<file path="src/hw/rtl/npcc_pkg.sv">
// ---------------------------------------------------------------------------
// Nearest palette color classifier package
// Shared types, constants and the candidate compare used by the core.
// ---------------------------------------------------------------------------
`default_nettype none

package npcc_pkg;

  localparam int unsigned ChanW    = 8;
  localparam int unsigned ColorW   = 3 * ChanW;
  localparam int unsigned PairW    = 2 * ColorW;
  localparam int unsigned NumPairs = 4;
  localparam int unsigned NumW     = 4;
  localparam int unsigned IdxW     = 3;
  localparam int unsigned SqW      = 2 * ChanW;
  localparam int unsigned DistW    = 18;
  localparam int unsigned RegIdxW  = 3;
  localparam int unsigned TreeW    = 8;

  localparam logic [NumW-1:0]  NumReset = 4'd8;
  localparam logic [DistW-1:0] DistMax  = 18'd195075;

  typedef enum logic [RegIdxW-1:0] {
    REG_NUM_CLUSTERS = 3'd0,
    REG_PAIR_A       = 3'd1,
    REG_PAIR_B       = 3'd2,
    REG_PAIR_C       = 3'd3,
    REG_PAIR_D       = 3'd4
  } cfg_reg_e;

  // Per-stage advance strobes for the lane datapath.
  typedef struct packed {
    logic s1;
    logic s2;
    logic s3;
  } adv_t;

  typedef struct packed {
    logic             ok;
    logic [IdxW-1:0]  idx;
    logic [DistW-1:0] dist_sq;
  } cand_t;

  // Keep the left (lower index) candidate unless the right one is strictly closer.
  function automatic cand_t pick(input cand_t a, input cand_t b);
    cand_t r;
    r = a;
    if (b.ok && (!a.ok || (b.dist_sq < a.dist_sq))) begin
      r = b;
    end
    return r;
  endfunction

endpackage

`default_nettype wire

</file>
<file path="src/hw/rtl/npcc_lane.sv">
// ---------------------------------------------------------------------------
// Nearest palette color classifier distance lane
// Three-stage squared distance between the pixel and one palette color:
// absolute difference, square, channel sum.
// ---------------------------------------------------------------------------
`default_nettype none

module npcc_lane (
  input  wire                                       clk_i,
  input  wire npcc_pkg::adv_t                       adv_i,
  input  wire [2:0][npcc_pkg::ChanW-1:0]            px_i,
  input  wire [npcc_pkg::ColorW-1:0]                color_i,
  output logic [npcc_pkg::DistW-1:0]                dist_o
);

  logic [2:0][npcc_pkg::ChanW-1:0] diff_d, diff_q;
  logic [2:0][npcc_pkg::SqW-1:0]   sq_q;
  logic [npcc_pkg::DistW-1:0]      dist_d, dist_q;

  always_comb begin
    for (int c = 0; c < 3; c++) begin
      if (px_i[c] >= color_i[c*npcc_pkg::ChanW +: npcc_pkg::ChanW]) begin
        diff_d[c] = px_i[c] - color_i[c*npcc_pkg::ChanW +: npcc_pkg::ChanW];
      end else begin
        diff_d[c] = color_i[c*npcc_pkg::ChanW +: npcc_pkg::ChanW] - px_i[c];
      end
    end
  end

  assign dist_d = npcc_pkg::DistW'(sq_q[0]) + npcc_pkg::DistW'(sq_q[1])
                + npcc_pkg::DistW'(sq_q[2]);

  always_ff @(posedge clk_i) begin
    if (adv_i.s1) begin
      diff_q <= diff_d;
    end
    if (adv_i.s2) begin
      for (int c = 0; c < 3; c++) begin
        sq_q[c] <= diff_q[c] * diff_q[c];
      end
    end
    if (adv_i.s3) begin
      dist_q <= dist_d;
    end
  end

  assign dist_o = dist_q;

endmodule

`default_nettype wire

</file>
<file path="src/hw/rtl/nearest_palette_color_classifier_core.sv">
// ---------------------------------------------------------------------------
// Nearest palette color classifier core
// Maps each pixel to the closest of up to eight configured palette colors.
// ---------------------------------------------------------------------------
// The core takes one pixel per clock while in_stall_o is low and returns the
// index of the nearest active palette color by squared Euclidean distance
// together with that distance; ties go to the lowest index. The five
// register stages are: channel difference, square, channel sum, first
// compare level (eight candidates to four) and final compare (four to one,
// held in the output register). Each stage advances whenever it is empty or
// the stage after it moves, so a stall on the output only backs up the
// items behind it and bubbles are squeezed out. A num_clusters of zero acts
// as one and a value above MAX_CLUSTERS acts as MAX_CLUSTERS. Write the
// configuration only while no item is in flight.
`default_nettype none

module nearest_palette_color_classifier_core #(
  parameter int unsigned MAX_CLUSTERS = 8
) (
  input  wire                                 clk_i,
  input  wire                                 rst_ni,
  input  wire                                 cfg_we_i,
  input  wire [npcc_pkg::RegIdxW-1:0]         cfg_index_i,
  input  wire [npcc_pkg::PairW-1:0]           cfg_data_i,
  input  wire                                 in_valid_i,
  output logic                                in_stall_o,
  input  wire [npcc_pkg::ChanW-1:0]           chan_zero_i,
  input  wire [npcc_pkg::ChanW-1:0]           chan_one_i,
  input  wire [npcc_pkg::ChanW-1:0]           chan_two_i,
  output logic                                out_valid_o,
  input  wire                                 out_stall_i,
  output logic [npcc_pkg::IdxW-1:0]           cluster_index_o,
  output logic [npcc_pkg::DistW-1:0]          min_dist_sq_o
);

  localparam int unsigned NumStg = 5;

  // Configuration registers
  logic [npcc_pkg::NumW-1:0]                     num_q;
  logic [npcc_pkg::NumPairs-1:0][npcc_pkg::PairW-1:0] pal_q;

  always_ff @(posedge clk_i or negedge rst_ni) begin
    if (!rst_ni) begin
      num_q <= npcc_pkg::NumReset;
      pal_q <= '0;
    end else if (cfg_we_i) begin
      case (npcc_pkg::cfg_reg_e'(cfg_index_i))
        npcc_pkg::REG_NUM_CLUSTERS: num_q    <= cfg_data_i[npcc_pkg::NumW-1:0];
        npcc_pkg::REG_PAIR_A:       pal_q[0] <= cfg_data_i;
        npcc_pkg::REG_PAIR_B:       pal_q[1] <= cfg_data_i;
        npcc_pkg::REG_PAIR_C:       pal_q[2] <= cfg_data_i;
        npcc_pkg::REG_PAIR_D:       pal_q[3] <= cfg_data_i;
        default: ;
      endcase
    end
  end

  // Active color count, clamped to the lane range.
  logic [npcc_pkg::NumW-1:0] act_n;

  always_comb begin
    if (num_q == '0) begin
      act_n = npcc_pkg::NumW'(1);
    end else if (num_q > npcc_pkg::NumW'(MAX_CLUSTERS)) begin
      act_n = npcc_pkg::NumW'(MAX_CLUSTERS);
    end else begin
      act_n = num_q;
    end
  end

  // Valid chain and per-stage advance
  logic [NumStg-1:0] v_q;
  logic [NumStg-1:0] adv;
  logic              in_acc;

  always_comb begin
    adv[NumStg-1] = !v_q[NumStg-1] || !out_stall_i;
    for (int s = NumStg - 2; s >= 0; s--) begin
      adv[s] = !v_q[s] || adv[s+1];
    end
  end

  assign in_stall_o = !adv[0];
  assign in_acc     = in_valid_i && adv[0];

  always_ff @(posedge clk_i or negedge rst_ni) begin
    if (!rst_ni) begin
      v_q <= '0;
    end else begin
      if (adv[0]) begin
        v_q[0] <= in_acc;
      end
      for (int s = 1; s < NumStg; s++) begin
        if (adv[s]) begin
          v_q[s] <= v_q[s-1];
        end
      end
    end
  end

  // Distance lanes, stages one to three
  npcc_pkg::adv_t                    lane_adv;
  logic [2:0][npcc_pkg::ChanW-1:0]   px;
  logic [MAX_CLUSTERS-1:0][npcc_pkg::DistW-1:0] lane_dist;

  assign lane_adv.s1 = adv[0];
  assign lane_adv.s2 = adv[1];
  assign lane_adv.s3 = adv[2];
  assign px          = {chan_two_i, chan_one_i, chan_zero_i};

  for (genvar k = 0; k < MAX_CLUSTERS; k++) begin : g_lane
    npcc_lane u_lane (
      .clk_i   (clk_i),
      .adv_i   (lane_adv),
      .px_i    (px),
      .color_i (pal_q[k/2][(k%2)*npcc_pkg::ColorW +: npcc_pkg::ColorW]),
      .dist_o  (lane_dist[k])
    );
  end

  // Candidates, padded to the full tree width with empty slots
  npcc_pkg::cand_t cand [npcc_pkg::TreeW];

  always_comb begin
    for (int k = 0; k < npcc_pkg::TreeW; k++) begin
      cand[k].ok      = 1'b0;
      cand[k].idx     = npcc_pkg::IdxW'(k);
      cand[k].dist_sq = '0;
    end
    for (int k = 0; k < MAX_CLUSTERS; k++) begin
      cand[k].ok      = (npcc_pkg::NumW'(k) < act_n);
      cand[k].dist_sq = lane_dist[k];
    end
  end

  // Stage four: pairwise compare; stage five: final compare into output
  npcc_pkg::cand_t c4_q [npcc_pkg::TreeW/2];
  npcc_pkg::cand_t out_q;

  always_ff @(posedge clk_i) begin
    if (adv[3]) begin
      for (int j = 0; j < npcc_pkg::TreeW / 2; j++) begin
        c4_q[j] <= npcc_pkg::pick(cand[2*j], cand[2*j+1]);
      end
    end
    if (adv[4]) begin
      out_q <= npcc_pkg::pick(npcc_pkg::pick(c4_q[0], c4_q[1]),
                              npcc_pkg::pick(c4_q[2], c4_q[3]));
    end
  end

  assign out_valid_o     = v_q[NumStg-1];
  assign cluster_index_o = out_q.idx;
  assign min_dist_sq_o   = out_q.dist_sq;

  // Assertions
  a_stall_full: assert property (@(posedge clk_i) disable iff (!rst_ni)
    in_stall_o |-> (&v_q))
    else $error("input stalled while the pipeline has a free stage");

  a_dist_range: assert property (@(posedge clk_i) disable iff (!rst_ni)
    out_valid_o |-> (min_dist_sq_o <= npcc_pkg::DistMax))
    else $error("distance out of range");

  a_idx_range: assert property (@(posedge clk_i) disable iff (!rst_ni)
    out_valid_o |-> (npcc_pkg::NumW'(cluster_index_o) < npcc_pkg::NumW'(MAX_CLUSTERS)))
    else $error("cluster index beyond the lane count");

  a_drain: assert property (@(posedge clk_i) disable iff (!rst_ni)
    (!out_stall_i && !v_q[NumStg-2]) |=> !out_valid_o)
    else $error("output valid without an item from the previous stage");

endmodule

`default_nettype wire
</file>
<file path="config.mk">
export PLATFORM = sky130hd
export DESIGN_NAME = nearest_palette_color_classifier_core
export DESIGN_NICKNAME = d
export VERILOG_FILES = /design/src/hw/rtl/npcc_pkg.sv /design/src/hw/rtl/npcc_lane.sv /design/src/hw/rtl/nearest_palette_color_classifier_core.sv
export SDC_FILE = /design/constraint.sdc
export NUM_CORES = 2
export LEC_CHECK = 0
export BUFFER_PORTS_ARGS = -buffer_cell sky130_fd_sc_hd__buf_2
export CORE_AREA = 3 3 496 498
export CTS_BUF_LIST = sky130_fd_sc_hd__clkbuf_2 sky130_fd_sc_hd__clkbuf_4 sky130_fd_sc_hd__clkbuf_8
export DETAILED_ROUTE_END_ITERATION = 12
export DIE_AREA = 0 0 499 501
export GPL_ROUTABILITY_DRIVEN = 0
export PLACE_DENSITY = 0.59
export SLEW_MARGIN = 15
export SYNTH_ARGS = -nofsm -noshare
export SYNTH_HDL_FRONTEND = slang
export SYNTH_SLANG_ARGS = --single-unit
</file>
<file path="constraint.sdc">
create_clock -name clk_i -period 15.6 [get_ports clk_i]
set_input_delay 1.56 -clock clk_i [delete_from_list [all_inputs] [get_ports clk_i]]
set_output_delay 1.56 -clock clk_i [all_outputs]
set_load 0.005 [all_outputs]
</file>
Word-level counts from Yosys, hierarchy flattened --
Memory sizes are Yosys's and may differ from the RTL's. Cells that the tools add are included.
Cells by class: order comparisons 40, add/subtract/negate cells 64, reduce and logical (&&, ||, !) cells 41, multiply operators 24, mux-type cells 41, eq/ne operators 4
Operator list (number):
- 8-bit by 8-bit multiplier with 16-bit output | 24
- 8-bit subtractor | 48
- 22-bit two-way mux | 12
- 8-bit >= comparator | 24
- 8-bit two-way mux | 24
- 18-bit by 16-bit adder with 18-bit output | 8
- 16-bit by 16-bit adder with 17-bit output | 8
- 18-bit less-than comparator | 7
- 21-bit two-way mux | 1
- 3-bit by 4-bit less-than comparator with 1-bit output, first input constant | 4
- 1-bit zero test | 14
- 1-bit logical OR | 12
- 2-bit AND reduction | 5
- 1-bit logical AND | 8
- 1-bit by 4-bit less-than comparator with 1-bit output, first input constant | 2
- 2-bit by 4-bit less-than comparator with 1-bit output, first input constant | 2
- 4-bit two-way mux | 2
- 3-bit by 2-bit == test with 1-bit output, second input constant | 2
- 4-bit greater-than comparator, second input constant | 1
- 4-bit zero test | 1
- 3-bit by 1-bit == test with 1-bit output, second input constant | 1
- 3-bit == test, second input constant | 1
- 3-bit zero test | 1
- 1-bit two-way mux | 2
Storage, ports and cells: flip-flop bits (word level) 942, logic and storage cells 283, input bits 80, memories kept 1, output and inout port bits 23, memory bits (writable) 88
Memories:
- c4_q | depth 4, width 22, read ports 4, clocked after memory_dff 0, write ports 4, RTL line nearest_palette_color_classifier_core.sv:137 | npcc_pkg::cand_t c4_q [npcc_pkg::TreeW/2];

Longest topological paths before layout --
An unclocked memory read counts as a cell.
word-level depth 10, gate-level depth with buffers 22, depth with buffers taken out 21

By module --
Synthesis repeated with hierarchy kept, for this count alone.
Unflattened totals: cell total of the unflattened synthesis 9261, area, all modules 97840.1 sq um
By module, submodules not included:
- npcc_lane (g_lane[1].u_lane ...) | sequential area each 2612.5 sq um, cells an instance 995, area each 10294.9 sq um, instances 3
- nearest_palette_color_classifier_core | sequential area each 8064.0 sq um, cells an instance 1138, area each 15185.8 sq um, instances 1
- npcc_lane (g_lane[0].u_lane) | sequential area each 2612.5 sq um, cells an instance 1035, area each 10408.7 sq um, instances 1
- npcc_lane (g_lane[6].u_lane) | sequential area each 2612.5 sq um, cells an instance 1046, area each 10387.5 sq um, instances 1
- npcc_lane (g_lane[7].u_lane) | sequential area each 2612.5 sq um, cells an instance 1034, area each 10332.4 sq um, instances 1
- npcc_lane (g_lane[5].u_lane) | sequential area each 2612.5 sq um, cells an instance 1013, area each 10322.4 sq um, instances 1
- npcc_lane (g_lane[4].u_lane) | sequential area each 2612.5 sq um, cells an instance 1010, area each 10318.6 sq um, instances 1

Least setup slack after synthesis --
No wires, ideal clock.
path type input port to flip-flop, start input port out_stall_i, end register g_lane[0].u_lane.sq_q[0] in the netlist's numbering, enable pin, buffers on the path 0, arrival time 9698 ps, slack 2350 ps, data required time 12048 ps, stages on the path 2, library setup time 3552 ps, path through and3_1 > nand3_1
Between the ends: word-level cells in the longest chain between the ends 5
Ends and longest elaborated chain:
- start: declaration | RTL line nearest_palette_color_classifier_core.sv:31 | input wire out_stall_i,
- 1-bit zero test | RTL line nearest_palette_color_classifier_core.sv:77 | adv[NumStg-1] = !v_q[NumStg-1] || !out_stall_i;
- 1-bit logical OR | RTL line nearest_palette_color_classifier_core.sv:77
- 1-bit logical OR (3 in series) | RTL line nearest_palette_color_classifier_core.sv:79 | adv[s] = !v_q[s] || adv[s+1];
- net adv[1] | RTL line nearest_palette_color_classifier_core.sv:73 | logic [NumStg-1:0] adv;
- end signal: indexed assignment | RTL line npcc_lane.sv:39 | sq_q[c] <= diff_q[c] * diff_q[c];
- end: declaration | RTL line npcc_lane.sv:17 | logic [2:0][npcc_pkg::SqW-1:0] sq_q;
The timed path passes the listed nets, and every way through them passes these cells. A chain may end at the register's enable or synchronous reset.

==> summary.md <==
| Metric | Value |
|---|---|
| Final net count | `11870` |
| DRT antenna net count | `0` |
| Dpl ws | `9.978 ns` |
| Vias per cell | `5.159` |
| GRT busiest layer | `met2` |
| Die ar. | `0.2500 sq mm` |
| Max-Cap Viols | `0` |
| H-tree depth | `4` |
| Min Clock Period, post-route | `5.256 ns` |
| Clock Tree Root | `clkbuf_8` |
| Die height | `501 um` |
| Crit path max fanout | `15` |
| Inserted Clock Buffers | `188` |
| GRT met2 Usage | `33.30%` |
| Synth top area share | `24.80%` |
| Final worst slack | `10.34 ns` |
| Setup_tns | `0 ns` |
| Die W | `499 um` |
| Longest Clk Path Bufs | `3` |
| CTS tree | `yes` |
| CTS Hold Bufs | `0` |
| Port Buffers | `102` |
| Cells after DPL | `12710` |
| Critical path cell sequence | `ha_1, nand4_1, nor3_1, a221oi_1, o211ai_1, a31oi_1, nor2_2, buf_4, mux2i_1, inv_1, ha_1, a21oi_1, nor2b_1, o21ai_0, a21oi_1, o21ai_0, a21oi_1, nor3_1, o21ai_2, inv_2, mux2i_1` |
| Crit path kind | `register to register` |
| Commonest cells post-synth | `1439 x ha_1, 1393 x inv_1, 797 x edfxtp_1, 699 x nand2_1, 698 x nor2_1` |
| Rel. slew slack | `21.40%` |
| Max stage delay cell, worst path | `nor2_2` |
| Clock Skews | `0.05831 ns` |
| Post-Syn Area | `0.09650 sq mm` |
| Fmax | `190.3 MHz` |
| Final period utilization | `33.69%` |
| Total grt overflow | `0` |
| Vias in the first global route | `69810` |
| Detailed-route DRC error count | `0` |
| RSZ-0062 raised after global routing | `no` |
| Final number of hold-violating endpoints | `0` |
| Worst-margin pin slew | `1.179 ns` |
| Share of cells above drive strength 1 | `7.720%` |
| Met1 usage | `25.46%` |
| Post-synth EDFFs | `797` |
| FF+latch count, synth | `998` |
| Share of the yosys chip area belonging to registers | `30.02%` |
| Initial antenna violation count | `33` |
| Fraction of registers with async set/reset | `20.14%` |
| Crit end category | `register` |
| Clk Latency, worst-skew pair | `0.97 ns` |
| Num ports | `103` |
| Synth warn | `0` |
| Routed vias | `67380` |
| Routed wire length | `247300 um` |
| Met3 usage | `2.384%` |
| CTS Sinks | `998` |
| Synth Instances | `9518` |
| WP data required | `16.40 ns` |
| CP peak stage delay | `0.53 ns` |
| Final Max Tran Viols | `0` |
| Post-CTS Setup Inserts | `0` |
| Worst-path clk slew | `0.06 ns` |
| Startpoint Class | `register` |
| Fin cells | `13060` |
| Worst path most repeated cell | `a21oi_1` |
| Core area | `0.2425 sq mm` |
| First-pass GRT wire length | `387500 um` |
| Fill count | `22810` |
| # rows | `181` |
| Gr usage total | `19.79%` |
| Count leader, synth | `ha_1` |
| Hpwl dp | `198800 um` |
| Synth unique cells | `92` |
| Average routed wire per standard cell | `18.94 um` |
| Initial core utilization | `39.78%` |
| Buf/Inv on CP | `3` |
| Dominant delay contributor by cell family on the critical path | `compound AO/OA/AOI/OAI gates` |
| Worst Path Arrival | `6.05 ns` |
| Post-Syn Area per Cell | `10.14 sq um` |
| HP Class | `register to register` |
| Status | `completed` |
| Ys flop type | `edfxtp_1` |
| Pin count of the biggest net entering global routing | `159` |
| Post-CTS sizing | `0` |
| Area leader, netlist | `edfxtp_1` |
| TritonRoute pass-1 iters | `8` |
| Layout area overhead | `8.647%` |
| Synth area leaders | `edfxtp_1 25%, ha_1 19%, fa_1 14%` |
| Initial DRC count | `3924` |
| # setup viols final | `0` |
per-stage QoR:
stage / cell area, sq um / hold slack (ns) / utilization (%)
after global routing: 104800 / 0.4832 / 43.22
after CTS: 104800 / 0.4628 / 43.21
after detailed placement: 100700 / 0.4490 / 41.51
after global placement: 100700 / 0.4418 / 41.51
after floorplan: 96520 / 0.4267 / -
final: 104800 / 0.4610 / 43.22
worst paths after layout:
check | startpoint | to | slack (ns) | depth (start not counted)
max | c4_q[3][16] | min_dist_sq_o[15] | 10.34 | 21
min | v_q[3] | v_q[4] | 0.46 | 1
min in group asynchronous | rst_ni | pal_q[92] | 0.48 | 1
max reg2reg | c4_q[3][16] | min_dist_sq_o[15] | 10.34 | 21
max in group asynchronous | rst_ni | pal_q[180] | 13.42 | 2
min reg2reg | v_q[3] | v_q[4] | 0.46 | 1
cells by family (layout without fill, tap and decap cells):
kind of cell	after synthesis	count (layout)	share of synthesized area (%)
compound gates	1460	1460	9.908
xor+xnor	658	658	5.972
fa+ha+maj	2095	2095	32.27
buf+inv	1540	1860	6.058
flops	998	998	30.02
mux	368	368	4.127
other cells	2	22	0.007783
simple gates	2397	2397	11.64
per-layer routing:
layer	part of all wire, %	vias up
li1	-	32520
met1	44	33080
met2	47	1342
met3	4.0	428
met4	4.8	10
met5	0.030	-
flip-flops by register name (all words and copies together), names as in the netlist:
signal                flops
g_lane.u_lane.sq_q      360
g_lane.u_lane.diff_q    192
pal_q                   192
g_lane.u_lane.dist_o    144
c4_q                     80
min_dist_sq_o            18
v_q                       5
num_q                     4
cluster_index_o           3
cells in the final DEF, fill, tap and decap left out, types with 67 or more instances in the layout:
cell	netlist	routed
clkbuf_8	0	198
dfrtp_1	200	200
and2_1	351	351
buf_2	24	101
xnor2_1	458	458
o21ai_0	376	376
nand2b_1	67	67
nor3_1	186	185
inv_1	1393	1392
edfxtp_1	797	797
nor2b_1	164	164
nand2_1	699	698
fa_1	656	656
a21o_1	107	107
nor2_1	698	695
a21oi_1	353	353
xor2_1	200	200
o21a_1	181	181
ha_1	1439	1439
mux2_2	202	202
mux2i_1	156	156
final cells by class:
class	count	area, sq um	area share [%]
multi-input combinational	6987	61770	58.92
sequential	998	28960	27.63
inverter	1394	5233	4.991
tap	3202	4006	3.821
clock buffer	230	2965	2.828
clock inverter	112	1155	1.102
timing repair buffer	124	710.7	0.6779
antenna	13	32.53	0.03103
Power is left out: the tool's default activity adds up to more than one toggle a clock period on the data nets, which glitch-free logic cannot reach.
